--- src/full_linear_convolution_assert.svh ---
// Assertion helpers, clocked on clk and disabled while rst_n is low.
`ifndef FULL_LINEAR_CONVOLUTION_ASSERT_SVH
`define FULL_LINEAR_CONVOLUTION_ASSERT_SVH

// Same-cycle implication.
`define FLC_ASSERT_NOW(lbl, ante, cons, msg) \
    lbl: assert property (@(posedge clk) disable iff (!rst_n) (ante) |-> (cons)) \
        else $error(msg);

// Next-cycle implication.
`define FLC_ASSERT_NEXT(lbl, ante, cons, msg) \
    lbl: assert property (@(posedge clk) disable iff (!rst_n) (ante) |=> (cons)) \
        else $error(msg);

`endif

--- src/flc_pkg.sv ---
package flc_pkg;

    localparam int DATA_W       = 16;
    localparam int PROD_W       = 2 * DATA_W;
    localparam int GROUP        = 8;
    localparam int GSUM_W       = PROD_W + 3;
    localparam int OUT_W        = 38;
    localparam int OUT_TDATA_W  = 40;
    localparam int IDX_W        = 6;
    localparam int IN_TDATA_W   = 24;
    localparam int TC_W         = 7;
    localparam int CNT_W        = 9;
    localparam int MAX_TAPS_DEF = 64;

    localparam logic FUNC_TAP    = 1'b0;
    localparam logic FUNC_SAMPLE = 1'b1;

    typedef struct packed {
        logic shift;
        logic clear;
    } cell_ctrl_t;

endpackage

--- src/flc_group_sum.sv ---
module flc_group_sum (
    input  logic                                      clk,
    input  logic                                      en,
    input  logic signed [flc_pkg::PROD_W-1:0]         prod [flc_pkg::GROUP],
    output logic signed [flc_pkg::GSUM_W-1:0]         sum
);

    logic signed [flc_pkg::GSUM_W-1:0] sum_reg;
    logic signed [flc_pkg::GSUM_W-1:0] sum_next;

    always_comb
    begin
        sum_next = '0;
        for (int k = 0; k < flc_pkg::GROUP; k++)
        begin
            sum_next = sum_next + flc_pkg::GSUM_W'(prod[k]);
        end
    end

    always_ff @(posedge clk)
    begin
        if (en)
        begin
            sum_reg <= sum_next;
        end
    end

    assign sum = sum_reg;

endmodule

--- config.mk ---
export PLATFORM = sky130hd
export DESIGN_NAME = flc_group_sum
export DESIGN_NICKNAME = d
export VERILOG_FILES = /design/src/full_linear_convolution_assert.svh /design/src/flc_pkg.sv /design/src/flc_group_sum.sv
export SDC_FILE = /design/constraint.sdc
export NUM_CORES = 1
export LEC_CHECK = 0
export ABC_AREA = 1
export BUFFER_PORTS_ARGS = -buffer_cell sky130_fd_sc_hd__buf_4
export CORE_MARGIN = 4
export CORE_UTILIZATION = 30
export CTS_BUF_LIST = sky130_fd_sc_hd__clkbuf_8
export DETAILED_ROUTE_END_ITERATION = 12
export PLACE_DENSITY_LB_ADDON = 0.25
export SYNTH_ARGS = -nofsm -noshare
export SYNTH_HDL_FRONTEND = slang
export SYNTH_SLANG_ARGS = --single-unit
--- constraint.sdc ---
create_clock -name clk -period 5.2 [get_ports clk]
set_input_delay 0.52 -clock clk [delete_from_list [all_inputs] [get_ports clk]]
set_output_delay 0.52 -clock clk [all_outputs]
set_load 0.005 [all_outputs]
# Yosys cells after proc, flatten, opt, wreduce, memory -nomap -nowiden
# Cells that the tools add are included.
[totals]
wordCells = 8
regBits = 35
in_bits = 258
out_inout_bits = 35
[op_classes]
addsub = 7
[ops]
columns = ["cell", "n"]
rows = [
  ["adder 35 x 32 -> 35 bit", 4],
  ["adder 34 x 32 -> 35 bit", 1],
  ["adder 33 x 32 -> 34 bit", 1],
  ["adder 32 x 32 -> 33 bit", 1],
]

# Logic depth before layout (Yosys ltp)
[depth]
word_depth = 7
depth_mapped = 20
depth_no_buf = 20

# Worst setup path after synthesis
# OpenSTA, ideal clock, no wires.
[synth_timing]
kind = "input -> register"
start = "in prod[98] (netlist bit)"
end = "reg sum_reg (netlist bit sum[34]) (data pin)"
stages = 20
arrival_time_ps = 3951
n_path_buf = 0
setup_time_ps = 252
t_required_ps = 4948
path_slack_ps = 996
cell_sequence = "inv_1 > fa_1 > inv_1 > fa_1 > fa_1 > inv_1 > fa_1 > inv_1 > ha_1 > fa_1 > nand2_1 > nand2_1 > nand3_1 > nand2_2 > nand2_1 > nand2_2 > nand2_1 > nand2_1 > nand2_1 > nand2_1"
[synth_via]
elab_chain_len = 4
[synth_rtl]
columns = ["item", "line_no", "source"]
rows = [
  ["from (decl)", "flc_group_sum.sv:4", "input logic signed [flc_pkg::PROD_W-1:0] prod [flc_pkg::GROUP],"],
  ["adder 35 x 32 -> 35 bit (4 in series)", "flc_group_sum.sv:16", "sum_next = sum_next + flc_pkg::GSUM_W'(prod[k]);"],
  ["net sum_next, one bit", "flc_group_sum.sv:9", "logic signed [flc_pkg::GSUM_W-1:0] sum_next;"],
  ["to (signal assigned)", "flc_group_sum.sv:24", "sum_reg <= sum_next;"],
  ["to (decl)", "flc_group_sum.sv:8", "logic signed [flc_pkg::GSUM_W-1:0] sum_reg;"],
]
# The timed path passes the listed nets, and every way through them passes these cells.
# A chain may end at the register's enable or synchronous reset.

# Worst setup path in the final report
[layout_timing]
start = "in prod[98] (netlist bit)"
end = "reg sum_reg (netlist bit sum[26]) (data pin)"
# Same word-level chain as after synthesis.

==> results.ini <==
[place]
hpwl_um=20200
portBuffers=292
place_ws_ps=604
place_congestion=0.835
placed_cell_area_mm2=0.0116

[setup_path]
worst-path-max-fanout=3
crit_start=prod[98]
worstPathArrival_ps=4320
critPathKind=in -> reg
endpoint_kind=register
cp.required_ps=5270
cp-endpoint=sum[26]
start_kind=primary input

[floorplanning]
rows=62
die_x_um=181
die_y_um=181
die_area_mm2=0.0327
core_mm2=0.0291
ios=293
start_util=0.308

[drt]
vias_per_cell=3.92
drt_wl_total_um=21200
drcViolationCount=0
wl_per_cell_um=11.5
ant_nets=0
drt_iter0_markers=192
via_count=7216
first_pass_iters=4

[cells_and_area]
area_growth_syn_to_layout_pct=31.1
design_area_mm2=0.0117
nets=1946
num_antenna_cells=0
largest_reg_flops=35
final_layout_size_suffix_gt1_frac=0.213
fill_cells=3091

[power_and_ir_drop]
p_leak_nw=7.23
powerDensity_mw_per_mm2=650
ir_worst_vdd_uv=235

[clocking]
numCtsBuffers=5
cts.sinks=35
post_cts_buffers=0
h-tree-depth=2
ctsHoldBuffers=0
cts.clk_slew.worst_paths_ps=90
cts-root-buf=clkbuf_8
cts_tree=built
clockBufferDepth=2
cts-resized-gates=0

[hold_path]
hp-class=in -> reg

[global_routing]
grt_usage=0.133
grt_pass1_wl_um=36200
antenna_found_initial=0
grt_pass1_vias=7924
grt_max_degree=36
grt-ovfl-total=0

[timing]
tightest_slew_ps=527
fmax_ghz=0.235
fin_crit_sh=0.818
rsz0062_at_grt=false
drv_slew=0
worst_slack_ps=948
fin_tns_setup_ps=0
fin_crit_ps=4250
hold_violations=0
setup_viol=0
slew_headroom=0.649

[yosys]
synth_area_mm2=0.00895
syn_inst=1159
syn-num-nets=1647
yosys_warnings=0
ys_types=17
ys_seq_area_frac=0.117
synth_seq_cells=35
synth_area_per_cell_um2=7.72

[job]
drv_cap=0

[run_status]
status=complete, no violations

cell families (layout without fill, tap and decap cells):
family / after synthesis / in the layout / synth area share
xor+xnor: 18 / 18 / 0.0176
flops: 35 / 35 / 0.117
simple gates: 327 / 327 / 0.146
fa+ha+maj: 230 / 230 / 0.485
buf+inv: 527 / 827 / 0.221
compound gates: 22 / 22 / 0.0129
final cells by class:
cell class                      instances  area [um^2]  area share
Multi-Input combinational cell        597         5920       0.505
Timing Repair Buffer                  292         2190       0.187
Inverter                              527         1980       0.169
Sequential cell                        35         1050      0.0896
Tap cell                              384          480      0.0410
Clock buffer                            5         68.8     0.00587
Clock inverter                          3         38.8     0.00331
cells in the mapped netlist:
library cell    n  share of area
edfxtp_1       35           0.12
nand3_1        24          0.013
inv_1         527           0.22
or2_1           1        0.00070
nand4_1         3         0.0021
xor2_1         16          0.016
ha_1           35          0.049
nor3_1          4         0.0022
nand2_2        11         0.0077
nor2_1         39          0.016
a21oi_1        20          0.011
nand2_1       244           0.10
nand3_2         1         0.0011
xnor2_1         2         0.0020
fa_1          195           0.44
o21bai_1        1        0.00084
a21o_1          1        0.00084
layer usage:
| metal | track usage | up-vias | share of wire |
|---|---|---|---|
| met1 | 0.168 | 3337 | 0.42 |
| met5 | 0 | - | 0 |
| li1 | - | 3684 | - |
| met2 | 0.241 | 189 | 0.51 |
| met4 | 0.0121 | 0 | 0.0042 |
| met3 | 0.0298 | 6 | 0.068 |
report_power, final:
part	switching (W)	total (W)	internal, W
sequential	0.0000460	0.000795	0.000749
clock	0.000112	0.000253	0.000141
combinational	0.00408	0.00657	0.00249
worst min-delay path by stage:
stage                         start  endpoint  slack, ps  cells past startpoint
after floorplan                  en    sum[0]        630                      0
after global placement       sum[6]    sum[6]        930                      1
after detailed placement     sum[3]    sum[3]        930                      1
after CTS                 prod[224]    sum[0]        640                      3
after global routing      prod[224]    sum[0]        650                      3
final                     prod[224]    sum[0]        650                      3
cell usage in the layout, fill, tap and decap left out, types with 2 or more instances in the layout:
| master | count |
|---|---|
| xor2_1 | 16 |
| nor3_1 | 4 |
| inv_1 | 527 |
| nor2_1 | 39 |
| fa_1 | 195 |
| clkbuf_8 | 5 |
| a21oi_1 | 20 |
| nand2_2 | 11 |
| buf_4 | 292 |
| nand2_1 | 244 |
| edfxtp_1 | 35 |
| nand3_1 | 24 |
| ha_1 | 35 |
| xnor2_1 | 2 |
| nand4_1 | 3 |
metrics by stage:
step	hold WS [ps]	std cells	util	total power, W
2_1_floorplan	632	1159	-	0.00553
3_3_place_gp	926	1835	0.400	0.00745
3_5_place_dp	930	1835	0.400	0.00752
4_1_cts	636	1843	0.403	0.00781
5_1_grt	650	1843	0.403	0.00876
6_report	652	1843	0.403	0.00762
critical path: stages:
cell	delay, ps
buf_4	80
inv_1	50
fa_1	540
inv_1	60
fa_1	510
fa_1	500
inv_1	50
fa_1	480
inv_1	40
ha_1	220
fa_1	500
nand2_1	90
nand2_1	90
nand3_1	110
nand2_2	90
nand2_1	80
nand2_2	80
nand2_1	90
nand2_1	60
nand2_1	50
nand2_1	40
No activity file was read; power rests on OpenSTA's default activity.
