`config.mk`:
```
export PLATFORM = sky130hd
export DESIGN_NAME = flc_cell
export DESIGN_NICKNAME = d
export VERILOG_FILES = /design/src/full_linear_convolution_assert.svh /design/src/flc_pkg.sv /design/src/flc_cell.sv
export SDC_FILE = /design/constraint.sdc
export NUM_CORES = 1
export LEC_CHECK = 0
export BUFFER_PORTS_ARGS = -buffer_cell sky130_fd_sc_hd__clkbuf_2
export CORE_UTILIZATION = 45
export DETAILED_ROUTE_END_ITERATION = 16
export GPL_ROUTABILITY_DRIVEN = 0
export PLACE_DENSITY_LB_ADDON = 0.3
export SETUP_SLACK_MARGIN = 0.5
export SLEW_MARGIN = 40
export SYNTH_ARGS = -nofsm -noshare
export SYNTH_HDL_FRONTEND = slang
export SYNTH_SLANG_ARGS = --single-unit
```
`constraint.sdc`:
```
create_clock -name clk -period 7.6 [get_ports clk]
set_input_delay 0.76 -clock clk [delete_from_list [all_inputs] [get_ports clk]]
set_output_delay 0.76 -clock clk [all_outputs]
set_load 0.005 [all_outputs]
```
`src/full_linear_convolution_assert.svh`:
```
// Assertion helpers, clocked on clk and disabled while rst_n is low.
`ifndef FULL_LINEAR_CONVOLUTION_ASSERT_SVH
`define FULL_LINEAR_CONVOLUTION_ASSERT_SVH

// Same-cycle implication.
`define FLC_ASSERT_NOW(lbl, ante, cons, msg) \
    lbl: assert property (@(posedge clk) disable iff (!rst_n) (ante) |-> (cons)) \
        else $error(msg);

// Next-cycle implication.
`define FLC_ASSERT_NEXT(lbl, ante, cons, msg) \
    lbl: assert property (@(posedge clk) disable iff (!rst_n) (ante) |=> (cons)) \
        else $error(msg);

`endif

```
`src/flc_pkg.sv`:
```
package flc_pkg;

    localparam int DATA_W       = 16;
    localparam int PROD_W       = 2 * DATA_W;
    localparam int GROUP        = 8;
    localparam int GSUM_W       = PROD_W + 3;
    localparam int OUT_W        = 38;
    localparam int OUT_TDATA_W  = 40;
    localparam int IDX_W        = 6;
    localparam int IN_TDATA_W   = 24;
    localparam int TC_W         = 7;
    localparam int CNT_W        = 9;
    localparam int MAX_TAPS_DEF = 64;

    localparam logic FUNC_TAP    = 1'b0;
    localparam logic FUNC_SAMPLE = 1'b1;

    typedef struct packed {
        logic shift;
        logic clear;
    } cell_ctrl_t;

endpackage

```
`src/flc_cell.sv`:
```
module flc_cell (
    input  logic                                      clk,
    input  logic                                      rst_n,
    input  flc_pkg::cell_ctrl_t                       ctrl,
    input  logic                                      active,
    input  logic                                      tap_we,
    input  logic signed [flc_pkg::DATA_W-1:0]         tap_wdata,
    input  logic signed [flc_pkg::DATA_W-1:0]         sample_in,
    output logic signed [flc_pkg::DATA_W-1:0]         sample_out,
    output logic signed [flc_pkg::PROD_W-1:0]         product
);

    logic signed [flc_pkg::DATA_W-1:0] tap_reg;
    logic signed [flc_pkg::DATA_W-1:0] hist_reg;
    logic signed [flc_pkg::PROD_W-1:0] prod_reg;
    logic signed [flc_pkg::PROD_W-1:0] prod_next;

    // product uses the sample that is shifted in on this step
    always_comb
    begin
        if (active)
        begin
            prod_next = tap_reg * sample_in;
        end
        else
        begin
            prod_next = '0;
        end
    end

    always_ff @(posedge clk or negedge rst_n)
    begin
        if (!rst_n)
        begin
            tap_reg  <= '0;
            hist_reg <= '0;
        end
        else
        begin
            if (tap_we)
            begin
                tap_reg <= tap_wdata;
            end
            if (ctrl.shift)
            begin
                hist_reg <= ctrl.clear ? '0 : sample_in;
            end
        end
    end

    always_ff @(posedge clk)
    begin
        if (ctrl.shift)
        begin
            prod_reg <= prod_next;
        end
    end

    assign sample_out = hist_reg;
    assign product    = prod_reg;

endmodule

```
After elaboration in Yosys (flattened, before gate mapping). Cells that the tools add are included.

Bits in registers: 64. Input port bits: 38.

$mul: 1. Muxes and demuxes: 1.

Operator list (count): multiplier 16 x 16 -> 32 bit (1); 2-to-1 mux 16 bit (1).

Depth between registers and ports, before layout. Gate-level depths: netlist of the first run.

Word-level depth: 1. Mapped depth: 22. Gate-level depth less buffers: 20.

Least setup slack after synthesis of the first run. Ideal clock, no wire load.

Path kind: input to register. Start: input port sample_in[7] (netlist name). End: register prod_reg (netlist bit product[31]), data pin. Library setup time: 0.262 ns. Arrival time: 6.742 ns. Slack: 0.596 ns. Stages on the path: 22. Path buffers: 2. Cells stage by stage: clkbuf_1 -> clkbuf_1 -> nand2_1 -> fa_1 -> inv_1 -> fa_1 -> inv_1 -> fa_1 -> inv_1 -> fa_1 -> fa_1 -> inv_1 -> fa_1 -> inv_1 -> ha_1 -> a21o_1 -> a21o_1 -> a221o_1 -> a221o_1 -> a211o_1 -> a221oi_2 -> mux2_1.

Longest elaborated chain between the ends: 1.

RTL lines: from (decl) (line flc_cell.sv:8) `input logic signed [flc_pkg::DATA_W-1:0] sample_in,`; multiplier 16 x 16 -> 32 bit (line flc_cell.sv:23) `prod_next = tap_reg * sample_in;`; to (signal assigned) (line flc_cell.sv:55) `prod_reg <= prod_next;`; to (decl) (line flc_cell.sv:15) `logic signed [flc_pkg::PROD_W-1:0] prod_reg;`.

Every way passes these cells. A chain may end at the register's enable or synchronous reset.

Final worst setup path of the first run.
Start: input port sample_in[1] (netlist name). End: register prod_reg (netlist bit product[31]), data pin.

Same word-level chain as after synthesis.

==> flow_metrics.env, run 1 <==
export IMPL_critical_path_startpoint_type="primary input"
export IMPL_slew_violations=0
export IMPL_path_max_fanout=17
export IMPL_fin_crit_ns=6.82
export IMPL_cts_made_buffers=9
export IMPL_clkLatencyLatePin_ns=0.35
export IMPL_fin_setup_tns_ns=0
export IMPL_die_w_um=167
export IMPL_syn_inst=1268
export IMPL_synth_edff_count=32
export IMPL_cts_root_buf="clkbuf_16"
export IMPL_cp_slowest_cell="fa_1"
export IMPL_drc=0
export IMPL_num_rows=60
export IMPL_slew_limit_headroom=0.509
export IMPL_synth_seq_cells=64
export IMPL_cts_tree="yes"
export IMPL_mostFrequentLayoutCells="inv_1, fa_1, nand2_1"
export IMPL_endpoint_kind="register"
export IMPL_wl_per_cell_um=16.3
export IMPL_crit_arrival_ns=6.92
export IMPL_fin_util=0.499
export IMPL_dieArea_um2=27900
export IMPL_grt_pass1_vias=9118
export IMPL_hold_class="in2async"
export IMPL_antenna_found_initial=0
export IMPL_chipHeight_um=167
export IMPL_drtIter0Drc=467
export IMPL_final_cells=1680
export IMPL_drv_cap=0
export IMPL_synthDistinctLibCells=49
export IMPL_ioPinCount=86
export IMPL_portBuffers=85
export IMPL_rsz0062_at_grt="false"
export IMPL_initial_utilization=0.457
export IMPL_dp_cells=1663
export IMPL_fmax_ghz=0.147
export IMPL_viasPerCell=5.14
export IMPL_firstDrtPassIters=5
export IMPL_cts_path_max_buffers=2
export IMPL_final_nets=1715
export IMPL_post_route_period_util=0.897
export IMPL_core_area_um2=26800
export IMPL_r2r_cells=20
export IMPL_synthFlopType="edfxtp_1"
export IMPL_cpMostUsedCell="fa_1"
export IMPL_routed_wl_mm=27.4
export IMPL_final_common_cell="inv_1"
export IMPL_htree_levels=3
export IMPL_final_layout_size_suffix_gt1_frac=0.102
export IMPL_grt_overflow_total=0
export IMPL_synthesis_area_um2=12200
export IMPL_async_flop_share=0.500
export IMPL_via_count=8628
export IMPL_finalClockSkew_ns=0.0120
export IMPL_ctsHoldBuffers=0
export IMPL_setup_violations=0
export IMPL_yosysSeqAreaShare=0.144
export IMPL_grt_max_degree=65
export IMPL_status="completed"
export IMPL_cts_sinks=64
export IMPL_globalRouteMet2Util=0.387
export IMPL_use_met1=0.263
export IMPL_ys_warn_count=0
export IMPL_cp_cell_sequence="clkbuf_2 -> nand2_1 -> inv_1 -> fa_1 -> fa_1 -> fa_1 -> fa_1 -> fa_1 -> inv_1 -> fa_1 -> inv_1 -> ha_1 -> a21o_1 -> a21o_1 -> a21o_1 -> a221o_1 -> a211o_1 -> a221oi_2 -> mux2_1"
export IMPL_syn_num_nets=1650
export IMPL_antenna_left=0
export IMPL_grtUsageMet3=0.0280
export IMPL_busiest_layer="met2"
export IMPL_syn_avg_cell_area_um2=9.66
export IMPL_syn2layout_area_growth_pct=9.12
export IMPL_finalHoldViolations=0
export IMPL_dp_hpwl_mm=22.6
export IMPL_tightest_slew_ns=0.736
export IMPL_cpPeakStageDelay_ns=0.75
export IMPL_grt_pass1_wl_mm=46.4
export IMPL_required_ns=7.70
export IMPL_largest_reg_flops=32
export IMPL_clk_pin_slew_ns=0.06
export IMPL_critPathKind="in2reg"
export IMPL_grt_use_total=0.214
==> Yosys cell counts, types with 4 or more instances <==
library cell / instances / area share
inv_1: 309 / 0.095
fa_1: 262 / 0.43
nand2_1: 136 / 0.042
and2_1: 127 / 0.065
ha_1: 82 / 0.084
nor2_1: 52 / 0.016
clkbuf_1: 43 / 0.013
dfrtp_1: 32 / 0.065
edfxtp_1: 32 / 0.078
o21ai_0: 28 / 0.011
xnor2_1: 25 / 0.018
a21oi_1: 24 / 0.0098
mux2_2: 16 / 0.015
nand3b_1: 16 / 0.0098
a21o_1: 10 / 0.0061
nand2b_1: 8 / 0.0041
nand3_1: 7 / 0.0029
nor3_1: 7 / 0.0029
xor2_1: 6 / 0.0043
o21bai_1: 5 / 0.0031
o21a_1: 4 / 0.0025
==> layout make-up <==
type                       instances  area (um2)
timing repair buffer              99         531
sequential                        64        1770
fill                            2548       13400
tap                              341         427
clock inverter                     2        35.0
clock buffer                      14         285
multi-input combinational        850        9160
inverter                         309        1160
antenna                            1        2.50
==> worst max-delay path: cells and delay by family <==
family / cells / cell delay [ns]
compound gates: 6 / 1.56
fa+ha+maj: 7 / 3.56
buf+inv: 4 / 0.46
mux: 1 / 0.34
simple gates: 1 / 0.22
==> cells by family after synthesis <==
kind of cell	after synthesis	share of synthesized area
compound gates	93	0.0485
flops	64	0.144
xor+xnor	31	0.0222
fa+ha+maj	344	0.512
buf+inv	354	0.109
mux	19	0.0173
simple gates	363	0.148
==> path summary, 6_finish.rpt <==
check,endpoint,start,slack (ns)
worst max-delay path,product[31],sample_in[1],0.78
worst min-delay path,tap_reg[3],rst_n,0.47
worst max register to register,product[31],tap_reg[6],0.89
worst min register to register,sample_out[10],sample_out[10],0.52
max in group asynchronous,tap_reg[11],rst_n,6.60
min in group clk,sample_out[10],sample_out[10],0.52
==> per-layer routing <==
layer / vias to the layer above / part of all wire
met3: 45 / 0.040
met4: 0 / 0.028
met1: 4460 / 0.39
met5: - / 0
li1: 3910 / -
met2: 213 / 0.54
==> per-stage QoR <==
stage / area (um2) / hold WS [ns] / worst slack (ns)
final: 13400 / 0.472 / 0.781
after global routing: 13400 / 0.525 / 0.566
after CTS: 13400 / 0.519 / 0.733
after detailed placement: 13000 / 0.515 / 0.393
after global placement: 13000 / 0.512 / 0.534
after floorplan: 12200 / 0.464 / 0.596
==> timing repair <==
item / in CTS / in global routing
setup buffers: 0 / 0
resized for setup: 0 / 6
endpoints found under the setup margin: 0 / 1
Power of run 1 is left out: the tool's default activity adds up to more than one toggle a clock period on the data nets, which glitch-free logic cannot reach.
==> run 2, diff against run 1 <==
--- a/config.mk
+++ b/config.mk
@@ -9,7 +9,7 @@
 export CORE_UTILIZATION = 45
 export DETAILED_ROUTE_END_ITERATION = 16
 export GPL_ROUTABILITY_DRIVEN = 0
-export PLACE_DENSITY_LB_ADDON = 0.3
+export PLACE_DENSITY = 0.58
 export SETUP_SLACK_MARGIN = 0.5
 export SLEW_MARGIN = 40
 export SYNTH_ARGS = -nofsm -noshare
==> run 2 against run 1 <==
Effect of this change: cell count hardly changed; clock skew decreased by 0.0017 ns; final area down 0.15%; clock-buffer cell count down 2; maximum frequency is 0.63% lower; global-route usage rose by 0.95 points; routed wire length up 4.0%; sequential cell count stayed put; first-iteration DRC count is 12% lower; utilization decreased by 0.075 points.
==> flow_metrics.env, run 2 (synthesis gave the netlist of run 1 again) <==
export IMPL_htree_levels=3
export IMPL_slew_violations=0
export IMPL_finalHoldViolations=0
export IMPL_clk_pin_slew_ns=0.06
export IMPL_syn2layout_area_growth_pct=8.96
export IMPL_grt_overflow_total=0
export IMPL_ctsHoldBuffers=0
export IMPL_fmax_ghz=0.146
export IMPL_final_area_um2=13300
export IMPL_grt_pass1_wl_mm=48.1
export IMPL_via_count=8537
export IMPL_grt_pass1_vias=9329
export IMPL_post_route_period_util=0.903
export IMPL_endpoint_kind="register"
export IMPL_cts_path_max_buffers=2
export IMPL_diodes=0
export IMPL_chipHeight_um=167
export IMPL_finalClockSkew_ns=0.0103
export IMPL_cts_root_buf="clkbuf_16"
export IMPL_firstDrtPassIters=7
export IMPL_grt_use_total=0.224
export IMPL_status="completed"
export IMPL_drv_cap=0
export IMPL_clkLatencyLatePin_ns=0.34
export IMPL_reg2reg_from="tap_reg[8]"
export IMPL_critPathKind="reg2reg"
export IMPL_rsz0062_at_grt="false"
export IMPL_drc=0
export IMPL_crit_arrival_ns=6.96
export IMPL_fin_setup_tns_ns=0
export IMPL_post_cts_setup_buffers=0
export IMPL_cts_repair_resized=0
export IMPL_grt_max_degree=35
export IMPL_drtIter0Drc=410
export IMPL_routed_wl_mm=28.5
export IMPL_final_nets=1715
export IMPL_ioPinCount=86
export IMPL_fin_hold_ws_ns=0.475
export IMPL_die_w_um=167
export IMPL_regToRegSetupSlack_ns=0.74
export IMPL_num_rows=60
export IMPL_cts_sinks=64
export IMPL_antenna_left=0
export IMPL_cts_tree="yes"
export IMPL_portBuffers=85
export IMPL_initial_utilization=0.457
export IMPL_critical_path_startpoint_type="register"
export IMPL_dieArea_um2=27900
export IMPL_fillers=2566
export IMPL_fin_crit_ns=6.86
export IMPL_core_area_um2=26800
export IMPL_final_common_cell="inv_1"
export IMPL_tightest_slew_ns=0.745
export IMPL_setup_violations=0
export IMPL_largest_reg_flops=32
export IMPL_r2r_end="product[31]"
export IMPL_viasPerCell=5.08
export IMPL_cts_made_buffers=9
export IMPL_final_layout_size_suffix_gt1_frac=0.103
export IMPL_hold_class="in2async"
export IMPL_antenna_found_initial=0
export IMPL_required_ns=7.69
export IMPL_slew_limit_headroom=0.504
export IMPL_mostFrequentLayoutCells="inv_1, fa_1, nand2_1"
export IMPL_dp_hpwl_mm=23.6
export IMPL_placed_cell_area_um2=13000
export IMPL_path_max_fanout=17
export IMPL_wl_per_cell_um=16.9
export IMPL_r2r_cells=19
[run 2: metrics by stage]
stage	setup WS (ns)	utilization	instances
after floorplan	0.596	-	1268
after global placement	0.491	0.486	1663
after detailed placement	0.414	0.486	1663
after CTS	0.716	0.498	1679
after global routing	0.521	0.498	1679
final	0.738	0.498	1679
[run 2: metal layers]
layer  vias to the layer above  share of wire  track usage
met4                         0          0.027       0.0700
met2                       153           0.56        0.420
met5                         -              0            0
li1                       3903              -            -
met1                      4443           0.38        0.266
met3                        38          0.028       0.0252
[run 2: how the worst max path moves through the flow]
stage                 startpoint           to  slack, ns
global placement    sample_in[1]  product[31]       0.49
floorplan           sample_in[7]  product[31]       0.60
global route          tap_reg[8]  product[31]       0.52
finish                tap_reg[8]  product[31]       0.74
detailed placement  sample_in[1]  product[31]       0.41
CTS                  tap_reg[10]  product[31]       0.72
[run 2: layout make-up]
type                            count  area [um2]  share of cell area
Multi-Input combinational cell    850        9160               0.686
Sequential cell                    64        1770               0.132
Inverter                          309        1160              0.0869
Timing Repair Buffer               99         531              0.0398
Tap cell                          341         427              0.0320
Clock buffer                       12         278              0.0208
Clock inverter                      4        23.8             0.00178
[run 2: critical path, cell delays in order, from the launching register on]
cell	delay, ns
dfrtp_1	0.65
and2_1	0.32
fa_1	0.53
inv_1	0.05
fa_1	0.45
fa_1	0.51
inv_1	0.05
fa_1	0.49
fa_1	0.51
inv_1	0.05
fa_1	0.48
inv_1	0.04
ha_1	0.31
o21ai_0	0.28
nor2_1	0.10
a221o_1	0.37
a221o_1	0.46
a211o_1	0.35
a221oi_2	0.27
mux2_1	0.34
Power of run 2 is left out for the same reason.
==> run 3, diff against run 2 <==
--- a/config.mk
+++ b/config.mk
@@ -9,6 +9,7 @@
 export CORE_UTILIZATION = 45
 export DETAILED_ROUTE_END_ITERATION = 16
 export GPL_ROUTABILITY_DRIVEN = 0
+export GPL_TIMING_DRIVEN = 0
 export PLACE_DENSITY = 0.58
 export SETUP_SLACK_MARGIN = 0.5
 export SLEW_MARGIN = 40
==> constraint.sdc (replaced) <==
create_clock -name clk -period 7.12 [get_ports clk]
set_input_delay 0.712 -clock clk [delete_from_list [all_inputs] [get_ports clk]]
set_output_delay 0.712 -clock clk [all_outputs]
set_load 0.005 [all_outputs]
==> run 3 against run 2 <==
Effect of this change: routed wire length increased by 9.0%; die area unchanged; clock skew increased by 0.0022 ns; first-iteration DRC count increased by 14%; final area increased by 5.3%; highest routed layer unchanged; via count increased by 3.9%; sequential share of layout area decreased by 0.57 points; worst hold slack got worse by 0.18 ns; sequential cell count unchanged.
==> flow_metrics.env, run 3 (synthesis gave the netlist of run 1 again) <==
export IMPL_diodes=0
export IMPL_initial_utilization=0.457
export IMPL_chipHeight_um=167
export IMPL_cts_sinks=64
export IMPL_endpoint_kind="register"
export IMPL_fin_setup_tns_ns=0
export IMPL_clkLatencyLatePin_ns=0.36
export IMPL_drc=0
export IMPL_final_common_cell="inv_1"
export IMPL_grt_use_total=0.231
export IMPL_drtIter0Drc=466
export IMPL_via_count=8874
export IMPL_crit_arrival_ns=6.63
export IMPL_ioPinCount=86
export IMPL_setup_ws_ns=0.597
export IMPL_dp_hpwl_mm=25.7
export IMPL_critical_path_startpoint_type="primary input"
export IMPL_critPathKind="in2reg"
export IMPL_cts_made_buffers=9
export IMPL_cp_slowest_cell="fa_1"
export IMPL_dp_slack_ns=-0.390
export IMPL_cts_root_buf="clkbuf_16"
export IMPL_hold_class="in2async"
export IMPL_syn2layout_area_growth_pct=14.7
export IMPL_ctsHoldBuffers=0
export IMPL_htree_levels=3
export IMPL_antenna_found_initial=0
export IMPL_cts_tree="yes"
export IMPL_grt_max_degree=38
export IMPL_finalClockSkew_ns=0.0125
export IMPL_cp_buffers_inverters=7
export IMPL_grt_pass1_wl_mm=48.4
export IMPL_path_max_fanout=8
export IMPL_wl_per_cell_um=17.8
export IMPL_final_layout_size_suffix_gt1_frac=0.162
export IMPL_core_area_um2=26800
export IMPL_slew_violations=0
export IMPL_dieArea_um2=27900
export IMPL_rsz0062_at_grt="true"
export IMPL_required_ns=7.23
export IMPL_fin_hold_ws_ns=0.293
export IMPL_final_cells=1745
export IMPL_largest_reg_flops=32
export IMPL_slew_limit_headroom=0.522
export IMPL_setup_violations=0
export IMPL_num_rows=60
export IMPL_post_route_period_util=0.916
export IMPL_mostFrequentLayoutCells="inv_1, fa_1, nand2_1"
export IMPL_dp_cells=1690
export IMPL_finalHoldViolations=0
export IMPL_firstDrtPassIters=4
export IMPL_cts_path_max_buffers=2
export IMPL_grt_overflow_total=0
export IMPL_portBuffers=81
export IMPL_viasPerCell=5.09
export IMPL_final_nets=1781
export IMPL_status="completed"
export IMPL_cpPeakStageDelay_ns=0.56
export IMPL_antenna_left=0
export IMPL_cp_cell_sequence="buf_6 -> clkbuf_16 -> and2_4 -> fa_1 -> inv_2 -> fa_1 -> fa_1 -> inv_1 -> fa_1 -> fa_1 -> inv_2 -> fa_1 -> inv_2 -> ha_4 -> buf_4 -> nand3_1 -> nor2_1 -> a221o_1 -> a221o_2 -> a211o_1 -> a221oi_2 -> mux2_4"
export IMPL_cpMostUsedCell="fa_1"
export IMPL_drv_cap=0
export IMPL_grt_pass1_vias=9171
export IMPL_cpLargestDelayFamily="adder cells"
export IMPL_fmax_ghz=0.153
export IMPL_fin_crit_ns=6.52
export IMPL_tightest_slew_ns=0.706
export IMPL_die_w_um=167
export IMPL_routed_wl_mm=31.0
export IMPL_clk_pin_slew_ns=0.06
run 3: final timing paths:
path                       slack [ns]           start              to  cells past startpoint
setup / recovery                 0.60    sample_in[4]     product[31]                     22
hold / removal                   0.29           rst_n   sample_out[3]                      1
setup reg to reg                 0.60      tap_reg[7]     product[31]                     22
hold reg to reg                  0.53  sample_out[11]  sample_out[11]                      2
max in group asynchronous        6.49           rst_n     tap_reg[14]                      1
min in group clk                 0.53  sample_out[11]  sample_out[11]                      2
run 3: repair_timing:
| item | CTS | global route |
|---|---|---|
| endpoints found under the hold margin | 0 | 0 |
| pin swaps | 2 | 22 |
| buffers inserted | 4 | 35 |
| setup endpoints to repair | 8 | 3 |
| gates resized for setup | 63 | 101 |
run 3: worst reg2reg max path, cell delays in order, from the launching register on:
cell	delay (ns)
dfrtp_2	0.45
buf_8	0.15
nand2_4	0.05
fa_1	0.52
inv_1	0.05
fa_1	0.49
inv_2	0.04
fa_1	0.53
inv_2	0.05
fa_1	0.51
fa_1	0.57
inv_2	0.04
fa_1	0.51
inv_2	0.05
ha_4	0.23
buf_4	0.15
nand3_1	0.08
nor2_1	0.07
a221o_1	0.36
a221o_2	0.45
a211o_1	0.33
a221oi_2	0.28
mux2_4	0.32
run 3: area by class of cell:
class                   count  area (um2)
fillers                  2465       12800
multi-input cells         850        9250
flip-flops and latches     64        1780
inverters                 309        1160
repair buffers            120         722
well taps                 341         427
plain buffers              45         423
clock buffers              11         253
clock inverters             5        37.5
run 3: stage by stage:
| stage | cell area, um2 | util |
|---|---|---|
| global route | 14000 | 0.524 |
| finish | 14000 | 0.524 |
| CTS | 13600 | 0.507 |
| global placement | 13100 | 0.490 |
| floorplan | 12300 | - |
| detailed placement | 13100 | 0.490 |
run 3: layer usage:
metal	track usage	wire length, um
met1	0.287	12300
met2	0.406	16300
met3	0.0383	1510
met4	0.0817	892
met5	0	0
Power of run 3 is left out for the same reason.
